===== src/rtl/dbd_pkg.sv =====
// Shared types, constants and date helper functions for the days-between-dates block.
// No dependencies; imported by dbd_date and days_between_dates.
`default_nettype none

package dbd_pkg;

	localparam int DAY_W    = 5;
	localparam int MONTH_W  = 4;
	localparam int YEAR_W   = 14;
	localparam int DAYNUM_W = 22;
	localparam int DIFF_W   = 23;

	localparam logic [YEAR_W-1:0]   YEAR_MAX        = 14'd9999;
	localparam logic [MONTH_W-1:0]  MONTHS_PER_YEAR = 4'd12;
	localparam logic [MONTH_W-1:0]  MARCH           = 4'd3;
	// Day number of 1/1/2000, the substitute for an invalid date
	localparam logic [DAYNUM_W-1:0] DEFAULT_DAY_NUM = 22'd730425;

	typedef struct packed {
		logic                valid;
		logic [DAYNUM_W-1:0] day_num;
	} date_info_t;

	// Floor of y / 100 by reciprocal multiply; exact for all 14-bit y
	function automatic logic [7:0] div100(input logic [YEAR_W-1:0] y);
		logic [26:0] prod;
		prod = 27'(y) * 27'd5243;
		return prod[26:19];
	endfunction

	function automatic logic [DAY_W-1:0] month_len(input logic [MONTH_W-1:0] m,
			input logic leap);
		logic [DAY_W-1:0] len;
		case (m)
			4'd1, 4'd3, 4'd5, 4'd7, 4'd8, 4'd10, 4'd12: len = 5'd31;
			4'd2: len = leap ? 5'd29 : 5'd28;
			default: len = 5'd30;
		endcase
		return len;
	endfunction

	// Days before the first of month m, counting from March; m runs 3 to 14
	function automatic logic [8:0] month_offset(input logic [MONTH_W-1:0] m);
		logic [8:0] off;
		case (m)
			4'd3:  off = 9'd0;
			4'd4:  off = 9'd31;
			4'd5:  off = 9'd61;
			4'd6:  off = 9'd92;
			4'd7:  off = 9'd122;
			4'd8:  off = 9'd153;
			4'd9:  off = 9'd184;
			4'd10: off = 9'd214;
			4'd11: off = 9'd245;
			4'd12: off = 9'd275;
			4'd13: off = 9'd306;
			4'd14: off = 9'd337;
			default: off = 9'd0;
		endcase
		return off;
	endfunction

endpackage

`default_nettype wire


===== src/rtl/days_between_dates.sv =====
// Days between two Gregorian dates. Each request carries two dates (day, month, year);
// each is checked with the leap-year and month-length rules, and an invalid one
// (including year 0 or above 9999) is replaced by 1/1/2000. The result gives both
// validity flags and the signed day count, second date minus first. A request passes
// through an input register, the date conversion logic, and a result register. One
// request is taken every cycle while results are drained; the rate is set by the
// single pass through the two dbd_date converters.
// Depends on dbd_pkg and dbd_date.
`default_nettype none

module days_between_dates import dbd_pkg::*; (
	input  logic                     clk,
	input  logic                     arst_n,

	input  logic                     req_valid,
	output logic                     req_stall,
	input  logic [DAY_W-1:0]         first_day,
	input  logic [MONTH_W-1:0]       first_month,
	input  logic [YEAR_W-1:0]        first_year,
	input  logic [DAY_W-1:0]         second_day,
	input  logic [MONTH_W-1:0]       second_month,
	input  logic [YEAR_W-1:0]        second_year,

	output logic                     res_valid,
	input  logic                     res_stall,
	output logic                     first_valid,
	output logic                     second_valid,
	output logic signed [DIFF_W-1:0] day_difference
);

	logic                req_valid_s1;
	logic [DAY_W-1:0]    first_day_s1;
	logic [MONTH_W-1:0]  first_month_s1;
	logic [YEAR_W-1:0]   first_year_s1;
	logic [DAY_W-1:0]    second_day_s1;
	logic [MONTH_W-1:0]  second_month_s1;
	logic [YEAR_W-1:0]   second_year_s1;

	logic                res_valid_s2;
	logic                first_valid_s2;
	logic                second_valid_s2;
	logic [DIFF_W-1:0]   diff_s2;

	logic                res_ready;
	logic                req_accept;
	date_info_t          first_info;
	date_info_t          second_info;

	assign res_ready  = !res_valid_s2 || !res_stall;
	assign req_stall  = req_valid_s1 && !res_ready;
	assign req_accept = req_valid && !req_stall;

	always_ff @(posedge clk or negedge arst_n) begin
		if (!arst_n) begin
			req_valid_s1 <= 1'b0;
		end else if (req_accept) begin
			req_valid_s1 <= 1'b1;
		end else if (res_ready) begin
			req_valid_s1 <= 1'b0;
		end
	end

	always_ff @(posedge clk) begin
		if (req_accept) begin
			first_day_s1    <= first_day;
			first_month_s1  <= first_month;
			first_year_s1   <= first_year;
			second_day_s1   <= second_day;
			second_month_s1 <= second_month;
			second_year_s1  <= second_year;
		end
	end

	dbd_date u_first (
		.day   (first_day_s1),
		.month (first_month_s1),
		.year  (first_year_s1),
		.info  (first_info)
	);

	dbd_date u_second (
		.day   (second_day_s1),
		.month (second_month_s1),
		.year  (second_year_s1),
		.info  (second_info)
	);

	always_ff @(posedge clk or negedge arst_n) begin
		if (!arst_n) begin
			res_valid_s2 <= 1'b0;
		end else if (res_ready) begin
			res_valid_s2 <= req_valid_s1;
		end
	end

	// Hold the result while the consumer stalls
	always_ff @(posedge clk) begin
		if (res_ready && req_valid_s1) begin
			first_valid_s2  <= first_info.valid;
			second_valid_s2 <= second_info.valid;
			diff_s2         <= 23'(second_info.day_num) - 23'(first_info.day_num);
		end
	end

	assign res_valid      = res_valid_s2;
	assign first_valid    = first_valid_s2;
	assign second_valid   = second_valid_s2;
	assign day_difference = signed'(diff_s2);

`ifndef NO_ASSERTIONS
	// Two invalid dates both become 1/1/2000, so the count must be zero
	a_both_invalid_zero: assert property (@(posedge clk) disable iff (!arst_n)
		res_valid && !first_valid && !second_valid |-> day_difference == '0)
		else $error("nonzero day count with both dates invalid");

	// A request is only stalled when both stages are full and the output is blocked
	a_stall_cause: assert property (@(posedge clk) disable iff (!arst_n)
		req_stall |-> req_valid_s1 && res_valid_s2 && res_stall)
		else $error("request stalled without a full pipeline");

	// An accepted request lands in the input stage
	a_accept_lands: assert property (@(posedge clk) disable iff (!arst_n)
		req_accept |=> req_valid_s1)
		else $error("accepted request lost");

	// A held input item moves to the output whenever the output can take it
	a_advance: assert property (@(posedge clk) disable iff (!arst_n)
		req_valid_s1 && res_ready |=> res_valid_s2)
		else $error("input stage did not advance");
`endif

endmodule

`default_nettype wire


===== src/rtl/dbd_date.sv =====
// Checks one Gregorian date and converts it to an absolute day number.
// Depends on dbd_pkg; invalid dates map to the day number of 1/1/2000.
`default_nettype none

module dbd_date import dbd_pkg::*; (
	input  logic [DAY_W-1:0]   day,
	input  logic [MONTH_W-1:0] month,
	input  logic [YEAR_W-1:0]  year,
	output date_info_t         info
);

	logic [7:0]          q100;
	logic [6:0]          r100;
	logic                leap;
	logic                ok;
	logic                early;
	logic [YEAR_W-1:0]   year_adj;
	logic [MONTH_W-1:0]  month_adj;
	logic [7:0]          q100_adj;
	logic [DAYNUM_W-1:0] num;

	always_comb begin
		q100 = div100(year);
		r100 = 7'(year - 14'(q100) * 14'd100);
		leap = (year[1:0] == 2'd0) && ((r100 != 7'd0) || (q100[1:0] == 2'd0));

		ok = (year != '0) && (year <= YEAR_MAX)
			&& (month != '0) && (month <= MONTHS_PER_YEAR)
			&& (day != '0) && (day <= month_len(month, leap));

		// January and February count as months 13 and 14 of the previous year
		early     = month < MARCH;
		year_adj  = early ? year - 14'd1 : year;
		month_adj = early ? month + MONTHS_PER_YEAR : month;
		q100_adj  = div100(year_adj);

		num = 22'(year_adj) * 22'd365
			+ 22'(year_adj[YEAR_W-1:2])
			- 22'(q100_adj)
			+ 22'(q100_adj[7:2])
			+ 22'(month_offset(month_adj))
			+ 22'(day) - 22'd1;

		info.valid   = ok;
		info.day_num = ok ? num : DEFAULT_DAY_NUM;
	end

endmodule

`default_nettype wire

===== config.mk =====
export PLATFORM = sky130hd
export DESIGN_NAME = days_between_dates
export DESIGN_NICKNAME = d
export VERILOG_FILES = /design/src/rtl/dbd_pkg.sv /design/src/rtl/days_between_dates.sv /design/src/rtl/dbd_date.sv
export SDC_FILE = /design/constraint.sdc
export NUM_CORES = 1
export LEC_CHECK = 0
export ABC_AREA = 1
export BUFFER_PORTS_ARGS = -buffer_cell sky130_fd_sc_hd__buf_4
export CAP_MARGIN = 10
export CORE_MARGIN = 2
export CORE_UTILIZATION = 54
export CTS_CLUSTER_DIAMETER = 60
export CTS_CLUSTER_SIZE = 12
export DETAILED_ROUTE_END_ITERATION = 7
export GPL_ROUTABILITY_DRIVEN = 0
export PLACE_DENSITY_LB_ADDON = 0.2
export SYNTH_ARGS = -nofsm -noshare
export SYNTH_HDL_FRONTEND = slang
export SYNTH_SLANG_ARGS = --single-unit

===== constraint.sdc =====
create_clock -name clk -period 16.95 [get_ports clk]
set_clock_uncertainty 0.1 [all_clocks]
set_input_delay 3.39 -clock clk [delete_from_list [all_inputs] [get_ports clk]]
set_output_delay 3.39 -clock clk [all_outputs]
set_load 0.05 [all_outputs]

## After elaboration in Yosys (flattened, before gate mapping)

Memory sizes are Yosys's and may differ from the RTL's.
Cells that the tools add are included.

| word-level totals | value |
|---|---|
| logic and storage cells | 113 |
| input port bits | 50 |
| ROM bits | 288 |
| output and inout bits | 27 |
| bits in registers | 73 |
| memories kept | 2 |

Memories:

| name | words | width | read ports | clocked after Yosys merged registers in | wr ports | RTL line | RTL |
|---|---|---|---|---|---|---|---|
| (name not given) | 16 | 9 | 1 | 0 | 0 | dbd_pkg.sv:45 | `case (m)` |
| (name not given) | 16 | 9 | 1 | 0 | 0 | dbd_pkg.sv:45 |  |

| cells by class | value |
|---|---|
| add/subtract/negate cells | 19 |
| $mul | 8 |
| equality and inequality tests | 16 |
| $lt $le $gt $ge | 8 |
| mux-type cells | 12 |
| reductions and logical operators | 37 |

Operators with widths:

| cell | count |
|---|---|
| multiplier 14 x 13 -> 27 bit, second input constant | 4 |
| adder 22 x 12 -> 22 bit | 2 |
| adder 22 x 5 -> 22 bit | 2 |
| adder 22 x 6 -> 22 bit | 2 |
| adder 22 x 9 -> 22 bit | 2 |
| multiplier 14 x 9 -> 22 bit, second input constant | 2 |
| two-way mux 22 bit | 2 |
| subtractor 22 x 1 -> 22 bit, second input constant | 2 |
| subtractor 22 x 8 -> 22 bit | 2 |
| less-or-equal comparator 14 bit, second input constant | 2 |
| two-way mux 14 bit | 2 |
| nonzero test 14 bit | 2 |
| subtractor 14 x 1 -> 14 bit, second input constant | 2 |
| == test 4 bit, second input constant | 6 |
| subtractor 22 x 22 -> 23 bit | 1 |
| one-hot mux 5 bit (2 select lines) | 2 |
| == test 4 x 2 -> 1 bit, second input constant | 4 |
| == test 4 x 3 -> 1 bit, second input constant | 4 |
| multiplier 8 x 5 -> 5 bit, second input constant | 2 |
| logical AND 1 bit | 15 |
| nonzero test 7 bit | 2 |
| OR reduction 7 bit | 2 |
| subtractor 7 bit | 2 |
| less-or-equal comparator 5 bit | 2 |
| other kinds (12) | 30 |

## Logic depth before layout (Yosys ltp)

Gate-level depths: netlist of the first run.

| depth | value |
|---|---|
| word-level depth | 12 |
| depth in mapped cells | 63 |
| depth with buffers taken out | 63 |

## By module

A second synthesis of the first run with hierarchy kept.

| unflattened totals | value |
|---|---|
| cell total of the unflattened synthesis | 3,534 |
| area, all modules | 29,497.0 um2 |

By module, submodules not included:

| module | area each (um2) | cells each | instances |
|---|---|---|---|
| dbd_date (u_second) | 12,956.2 | 1,595 | 1 |
| dbd_date (u_first) | 12,704.7 | 1,529 | 1 |
| days_between_dates | 3,836.2 | 410 | 1 |

## Least setup slack after synthesis of the first run

Ideal clock, no wire load.

| timing path | value |
|---|---|
| kind | flip-flop to flip-flop |
| from | register first_year_s1[2] |
| to | register diff_s2[20], in the netlist day_difference[20] (data pin) |
| data required time | 16,586 ps |
| buffers on the path | 0 |
| setup time | 264 ps |
| arrival | 11,000 ps |
| period minus slack after synthesis | 11,364 ps |
| setup slack | 5,586 ps |
| cell stages (with the launch flop) | 51 |
| path through | edfxtp_1 -> inv_1 -> ha_1 -> nand2_1 -> nand2_1 -> nand2_1 -> a21boi_1 -> nand2b_2 -> nand3_1 -> nor2_1 -> xor2_1 -> inv_1 -> fa_1 -> inv_1 -> ha_1 -> fa_1 -> inv_1 -> fa_1 -> (+15 left out) -> inv_1 -> fa_1 -> fa_1 -> ha_1 -> ha_1 -> nand2_1 -> o21ai_0 -> a21oi_1 -> xor2_1 -> or2_2 -> ha_1 -> a21oi_1 -> o21ai_0 -> nand2_1 -> nand3_1 -> a21oi_1 -> o21bai_1 -> xor2_1 |

| on the way | value |
|---|---|
| longest elaborated chain between the ends | 12 |
| elaborated cells between the ends (all ways) | 29 |
| classes of those cells | add/sub: 9; mul: 4; order compare: 2; mux: 4; reduce/logical: 10 |

Ends and longest elaborated chain:

| element | RTL line | RTL |
|---|---|---|
| from (decl) | days_between_dates.sv:34 | `logic [YEAR_W-1:0] first_year_s1;` |
| from (signal assigned) | days_between_dates.sv:67 | `first_year_s1 <= first_year;` |
| parallel branches: the longest is 10 deep, another holds multiplier 14 x 9 -> 22 bit | n/a |  |
| two-way mux 22 bit * | dbd_date.sv:45 | `info.day_num = ok ? num : DEFAULT_DAY_NUM;` |
| subtractor 22 x 22 -> 23 bit * | days_between_dates.sv:101 | `diff_s2 <= 23'(second_info.day_num) - 23'(first_info.day_num);` |
| to (signal assigned) | days_between_dates.sv:101 |  |
| to (decl) | days_between_dates.sv:42 | `logic [DIFF_W-1:0] diff_s2;` |

Mark *: on every way between the ends.
A chain may end at the register's enable or synchronous reset.

## Worst setup path in the final report of the first run

Ends and elaborated chain as after synthesis.

==> flow_metrics.py, run 1 <==
metrics = {
    "outcome": {
        "status": "complete, no violations",
    },
    "setup_path": {
        "path_class": "reg -> reg",
        "arrival_ns": 12.71,
        "critPathLaunchType": "flop",
        "crit_buf_inv": 10,
        "slowest_delay_ns": 0.60,
        "path_delay_family": "adder cells",
        "critPathCaptureType": "flop",
        "cp.required_ns": 16.99,
        "cpMaxStageDelayCell": "xor2_1",
        "path_max_fanout": 9,
        "cp_common_cell": "inv_1",
    },
    "floorplanning": {
        "initial_utilization_pct": 54.5,
        "die-height_um": 234,
        "rows": 84,
        "core-area_um2": 52400,
        "dieArea_um2": 54800,
        "io_pins": 77,
        "die_w_um": 234,
    },
    "global_routing": {
        "use_met3_pct": 5.18,
        "grt_pass1_wl_um": 112000,
        "grt_max_degree": 47,
        "antenna_found_initial": 2,
        "use_met2_pct": 42.0,
        "grt_use_met1_pct": 37.1,
        "grt-ovfl-total": 0,
        "grt_busiest_layer": "met2",
        "track_usage_pct": 26.4,
        "grt_pass1_vias": 21755,
    },
    "sta": {
        "layout_worst_path_cycle_share_pct": 74.8,
        "period_minus_slack_ns": 12.67,
        "final-max-slew-violation-count": 0,
        "grt_setup_unrepaired": "no",
        "slew_headroom_pct": 47.2,
        "finalSetupViolCount": 0,
        "timing.final.ws_setup_ns": 4.28,
        "hold_viol": 0,
        "tightest_slew_ns": 0.792,
        "setup_tns_ns": 0,
        "fmax_ghz": 0.0789,
    },
    "place": {
        "dp_hpwl_um": 60800,
        "portBuffers": 76,
        "dp.cells": 4114,
        "place_ws_ns": 4.24,
    },
    "clock_network": {
        "postCtsSetupRepairBufs": 0,
        "cts-root-buf": "clkbuf_16",
        "cts.clk_slew.worst_paths_ns": 0.09,
        "htreeDepth": 3,
        "cts_tree": "yes",
        "hold_buffers": 0,
        "worstSkewPairLatency_ns": 0.40,
        "cts_sinks": 73,
        "ctsResizeCount": 0,
        "cts_buffer_depth": 2,
        "cts_buffers": 9,
    },
    "route": {
        "vias": 21160,
        "drt-total-wl_um": 68400,
        "firstDrtPassIters": 7,
        "viasPerCell": 5.12,
        "wire_per_inst_um": 16.6,
        "ant_nets": 0,
        "drt_iter0_markers": 1206,
        "drc": 0,
    },
    "cells_and_area": {
        "nets": 4552,
        "fillers": 4846,
        "synthToLayoutAreaGrowth_pct": 6.54,
        "final_cells": 4130,
        "drive_gt1_share_pct": 5.06,
        "antenna_cells": 0,
        "post-route-util_pct": 58.1,
    },
    "yosys": {
        "synth_top_area_share_pct": 29.2,
        "ys_top_cells_by_count": "inv_1 (945), ha_1 (648), nand2_1 (427), fa_1 (417), nor2_1 (164)",
        "synth_edf_count": 71,
        "yosysTopAreaCell": "fa_1",
        "syn_inst": 3340,
        "synthArstFlopShare_pct": 2.74,
        "synth-seq-cells": 73,
        "syn-num-nets": 4455,
        "yosysMostFrequentCell": "inv_1",
        "ys_seq_area_share_pct": 7.63,
        "synth_ff_type": "edfxtp_1",
        "yosysWarningCount": 0,
        "syn-cell-area_um2": 28600,
        "ys_types": 58,
        "synthTopCellsByArea": "fa_1 (29%), ha_1 (28%), inv_1 (12%)",
        "syn_avg_cell_area_um2": 8.56,
    },
    "min_path": {
        "hold_class": "reg -> reg",
    },
    "run": {
        "maxCapViolCount": 0,
    },
}
-- tightest hold or removal path: stages, from the launching register on --
cell and delay (ns):
dfrtp_1 0.33, inv_1 0.06, nand2_1 0.06
-- sequential cells by signal (all words and copies together) (netlist names) --
register	cells
first_month_s1	4
second_day_s1	5
res_valid	1
req_valid_s1	1
second_valid	1
day_difference	23
second_year_s1	14
first_valid	1
first_day_s1	5
second_month_s1	4
first_year_s1	14
-- routing by layer --
| layer | routed length [um] | share of wire (%) | vias to the layer above |
|---|---|---|---|
| li1 | - | - | 10557 |
| met1 | 32100 | 47 | 10022 |
| met2 | 30700 | 45 | 518 |
| met3 | 4150 | 6.1 | 59 |
| met4 | 1420 | 2.1 | 4 |
| met5 | 27 | 0.039 | - |
-- worst paths after layout --
kind / start / end / slack, ns / cells past startpoint
max reg2reg: first_year_s1[2] / day_difference[20] / 4.28 / 53
min reg2reg: req_valid_s1 / res_valid / 0.38 / 2
min: req_valid_s1 / res_valid / 0.38 / 2
max in group asynchronous: arst_n / req_valid_s1 / 14.02 / 1
max: first_year_s1[2] / day_difference[20] / 4.28 / 53
min in group asynchronous: arst_n / res_valid / 2.65 / 1
-- cells by family after synthesis --
family          synth area share (%)
compound gates                  6.92
xor+xnor                        3.24
fa+ha+maj                       57.5
buf+inv                         12.6
flops                           7.63
simple gates                    12.0
-- cell usage in the layout, fill, tap and decap left out, types with 9 or more instances in the layout --
cell	count
a21o_1	25
a21oi_1	159
buf_4	90
clkbuf_16	9
edfxtp_1	71
fa_1	417
ha_1	648
inv_1	944
inv_2	12
nand2_1	427
nand3_1	99
nand4_1	21
nor2_1	164
nor3_1	30
o21ai_0	84
o21bai_1	12
or2_2	13
xnor2_1	30
xor2_1	67
-- layout make-up --
type / instances / area, um^2 / share of cell area, %
multi-input cells: 2306 / 22800 / 74.9
clock buffers: 9 / 225 / 0.739
inverters: 957 / 3590 / 11.8
flip-flops and latches: 73 / 2180 / 7.16
repair buffers: 90 / 676 / 2.22
well taps: 688 / 861 / 2.83
clock inverters: 7 / 124 / 0.407
-- through the flow --
step | cell area (um^2) | hold WS, ns
finish | 30500 | 0.377
floorplan | 28600 | 0.333
detailed placement | 30100 | 0.362
CTS | 30500 | 0.386
global placement | 30100 | 0.355
global route | 30500 | 0.406
Power of run 1 is left out: the tool's default activity adds up to more than one toggle a clock period on the data nets, which glitch-free logic cannot reach.
==> run 2, diff against run 1 <==
- clock period: 16.95 -> 11.3 ns (I/O delays scaled with it)
==> flow_metrics.py, run 2 (synthesis gave the netlist of run 1 again) <==
metrics = {
    "cells_and_area": {
        "antenna_cells": 0,
        "final_cell_mix": "inv_1 (915), ha_1 (591), fa_1 (414), nand2_1 (390), buf_4 (263)",
        "mostFrequentLayoutCell": "inv_1",
        "multi_input_area_um2": 24100,
        "fillers": 4474,
        "synthToLayoutAreaGrowth_pct": 15.5,
        "final_cells": 4305,
        "nets": 4728,
        "largest_reg_flops": 23,
        "drive_gt1_share_pct": 15.6,
        "seqCellArea_um2": 2180,
    },
    "setup_path": {
        "cp.required_ns": 11.33,
        "r2r.worst_path.cells": 54,
        "path_class": "reg -> reg",
        "rr_endpoint": "day_difference[21]",
        "r2r-start": "first_year_s1[1]",
        "critPathLaunchType": "flop",
        "slowest_delay_ns": 0.54,
        "arrival_ns": 10.94,
        "critPathCaptureType": "flop",
        "cpMaxStageDelayCell": "fa_1",
        "ff2ff_setup_slack_ns": 0.38,
        "path_max_fanout": 5,
    },
    "sta": {
        "slew_headroom_pct": 47.3,
        "finalSetupViolCount": 0,
        "tightest_slew_ns": 0.790,
        "final-max-slew-violation-count": 0,
        "period_minus_slack_ns": 10.92,
        "hold_viol": 0,
        "worst_hold_slack_ns": 0.387,
        "fmax_ghz": 0.0916,
        "timing.final.ws_setup_ns": 0.385,
        "layout_worst_path_cycle_share_pct": 96.6,
    },
    "clock_network": {
        "cts_sinks": 73,
        "cts-root-buf": "clkbuf_16",
        "cts_buffer_depth": 2,
        "worstSkewPairLatency_ns": 0.39,
        "cts_tree": "yes",
        "cts_buffers": 9,
        "htreeDepth": 3,
        "hold_buffers": 0,
        "cts.clk_slew.worst_paths_ns": 0.07,
    },
    "route": {
        "wire_per_inst_um": 16.8,
        "drt-total-wl_um": 72500,
        "drc": 0,
        "viasPerCell": 5.18,
        "drt_iter0_markers": 1241,
        "firstDrtPassIters": 5,
        "vias": 22284,
        "ant_nets": 0,
    },
    "global_routing": {
        "grt_max_degree": 47,
        "grt_pass1_wl_um": 114000,
        "grt_pass1_vias": 22227,
        "grt_use_met1_pct": 37.8,
        "track_usage_pct": 27.1,
        "antenna_found_initial": 5,
        "grt_busiest_layer": "met2",
        "use_met2_pct": 42.9,
        "grt-ovfl-total": 0,
        "use_met3_pct": 4.92,
    },
    "place": {
        "place_ws_ns": -0.0529,
        "portBuffers": 76,
        "dp_hpwl_um": 63600,
        "dp.cells": 4262,
    },
    "min_path": {
        "min_to": "res_valid",
        "hold_class": "reg -> reg",
        "hp-start": "req_valid_s1",
        "holdPathStages": 2,
    },
    "floorplanning": {
        "die-height_um": 234,
        "core-area_um2": 52400,
        "rows": 84,
        "initial_utilization_pct": 54.5,
        "die_w_um": 234,
        "dieArea_um2": 54800,
        "io_pins": 77,
    },
    "outcome": {
        "status": "complete, no violations",
    },
    "run": {
        "maxCapViolCount": 0,
    },
}
## run 2: cell types whose count changed in the layout (fill, tap and decap cells not counted), moves of 12 or more
cell | previous run | this run
a21oi_1 | 159 | 128
a21oi_2 | 2 | 27
buf_4 | 90 | 263
ha_1 | 648 | 591
ha_4 | 0 | 48
inv_1 | 944 | 915
inv_2 | 12 | 38
nand2_1 | 427 | 390
nand2_2 | 5 | 39
nand3_1 | 99 | 87
nor2_1 | 164 | 147
o21ai_0 | 84 | 70
## run 2: repair_timing
item / CTS / global route
pin swaps: 6 / 109
resized for setup: 13 / 266
endpoints found under the setup margin: 8 / 16
hold endpoints to repair: 0 / 0
cloned: 0 / 0
buffers inserted: 2 / 26
## run 2: how the worst max path moves through the flow
stage	depth (start not counted)	to	start	slack (ns)
after global placement	52	day_difference[21]	first_year_s1[3]	0.12
after floorplan	50	day_difference[20]	first_year_s1[2]	0.08
after detailed placement	51	day_difference[21]	first_year_s1[2]	-0.05
after global routing	58	day_difference[15]	first_year_s1[2]	-0.17
after CTS	54	day_difference[22]	first_month_s1[2]	0.007
final	54	day_difference[21]	first_year_s1[1]	0.38
## run 2: layout make-up
cell class	count	area share [%]
Multi-Input combinational cell	2306	73.0
Inverter	957	10.9
Sequential cell	73	6.60
Timing Repair Buffer	266	6.13
Tap cell	688	2.61
Clock buffer	10	0.693
Clock inverter	5	0.102
## run 2: through the flow
step	setup TNS [ns]	util, %	cell area [um^2]
2_1_floorplan	0	-	28600
3_3_place_gp	0	59.6	31200
3_5_place_dp	-0.230	59.6	31200
4_1_cts	0	60.2	31600
5_1_grt	-0.988	63.0	33000
6_report	0	63.0	33000
## run 2: layer usage
metal,share of wire (%),vias up
li1,-,10922
met5,0.068,-
met2,45,590
met3,5.8,130
met1,46,10634
met4,3.2,8
## run 2: critical path, delay by kind of cell (launching register included)
family | cells | cell delay (ns)
xor+xnor | 1 | 0.07
fa+ha+maj | 16 | 5.91
buf+inv | 8 | 0.71
compound gates | 5 | 0.69
flops | 1 | 0.43
simple gates | 24 | 2.75
Power of run 2 is left out for the same reason.
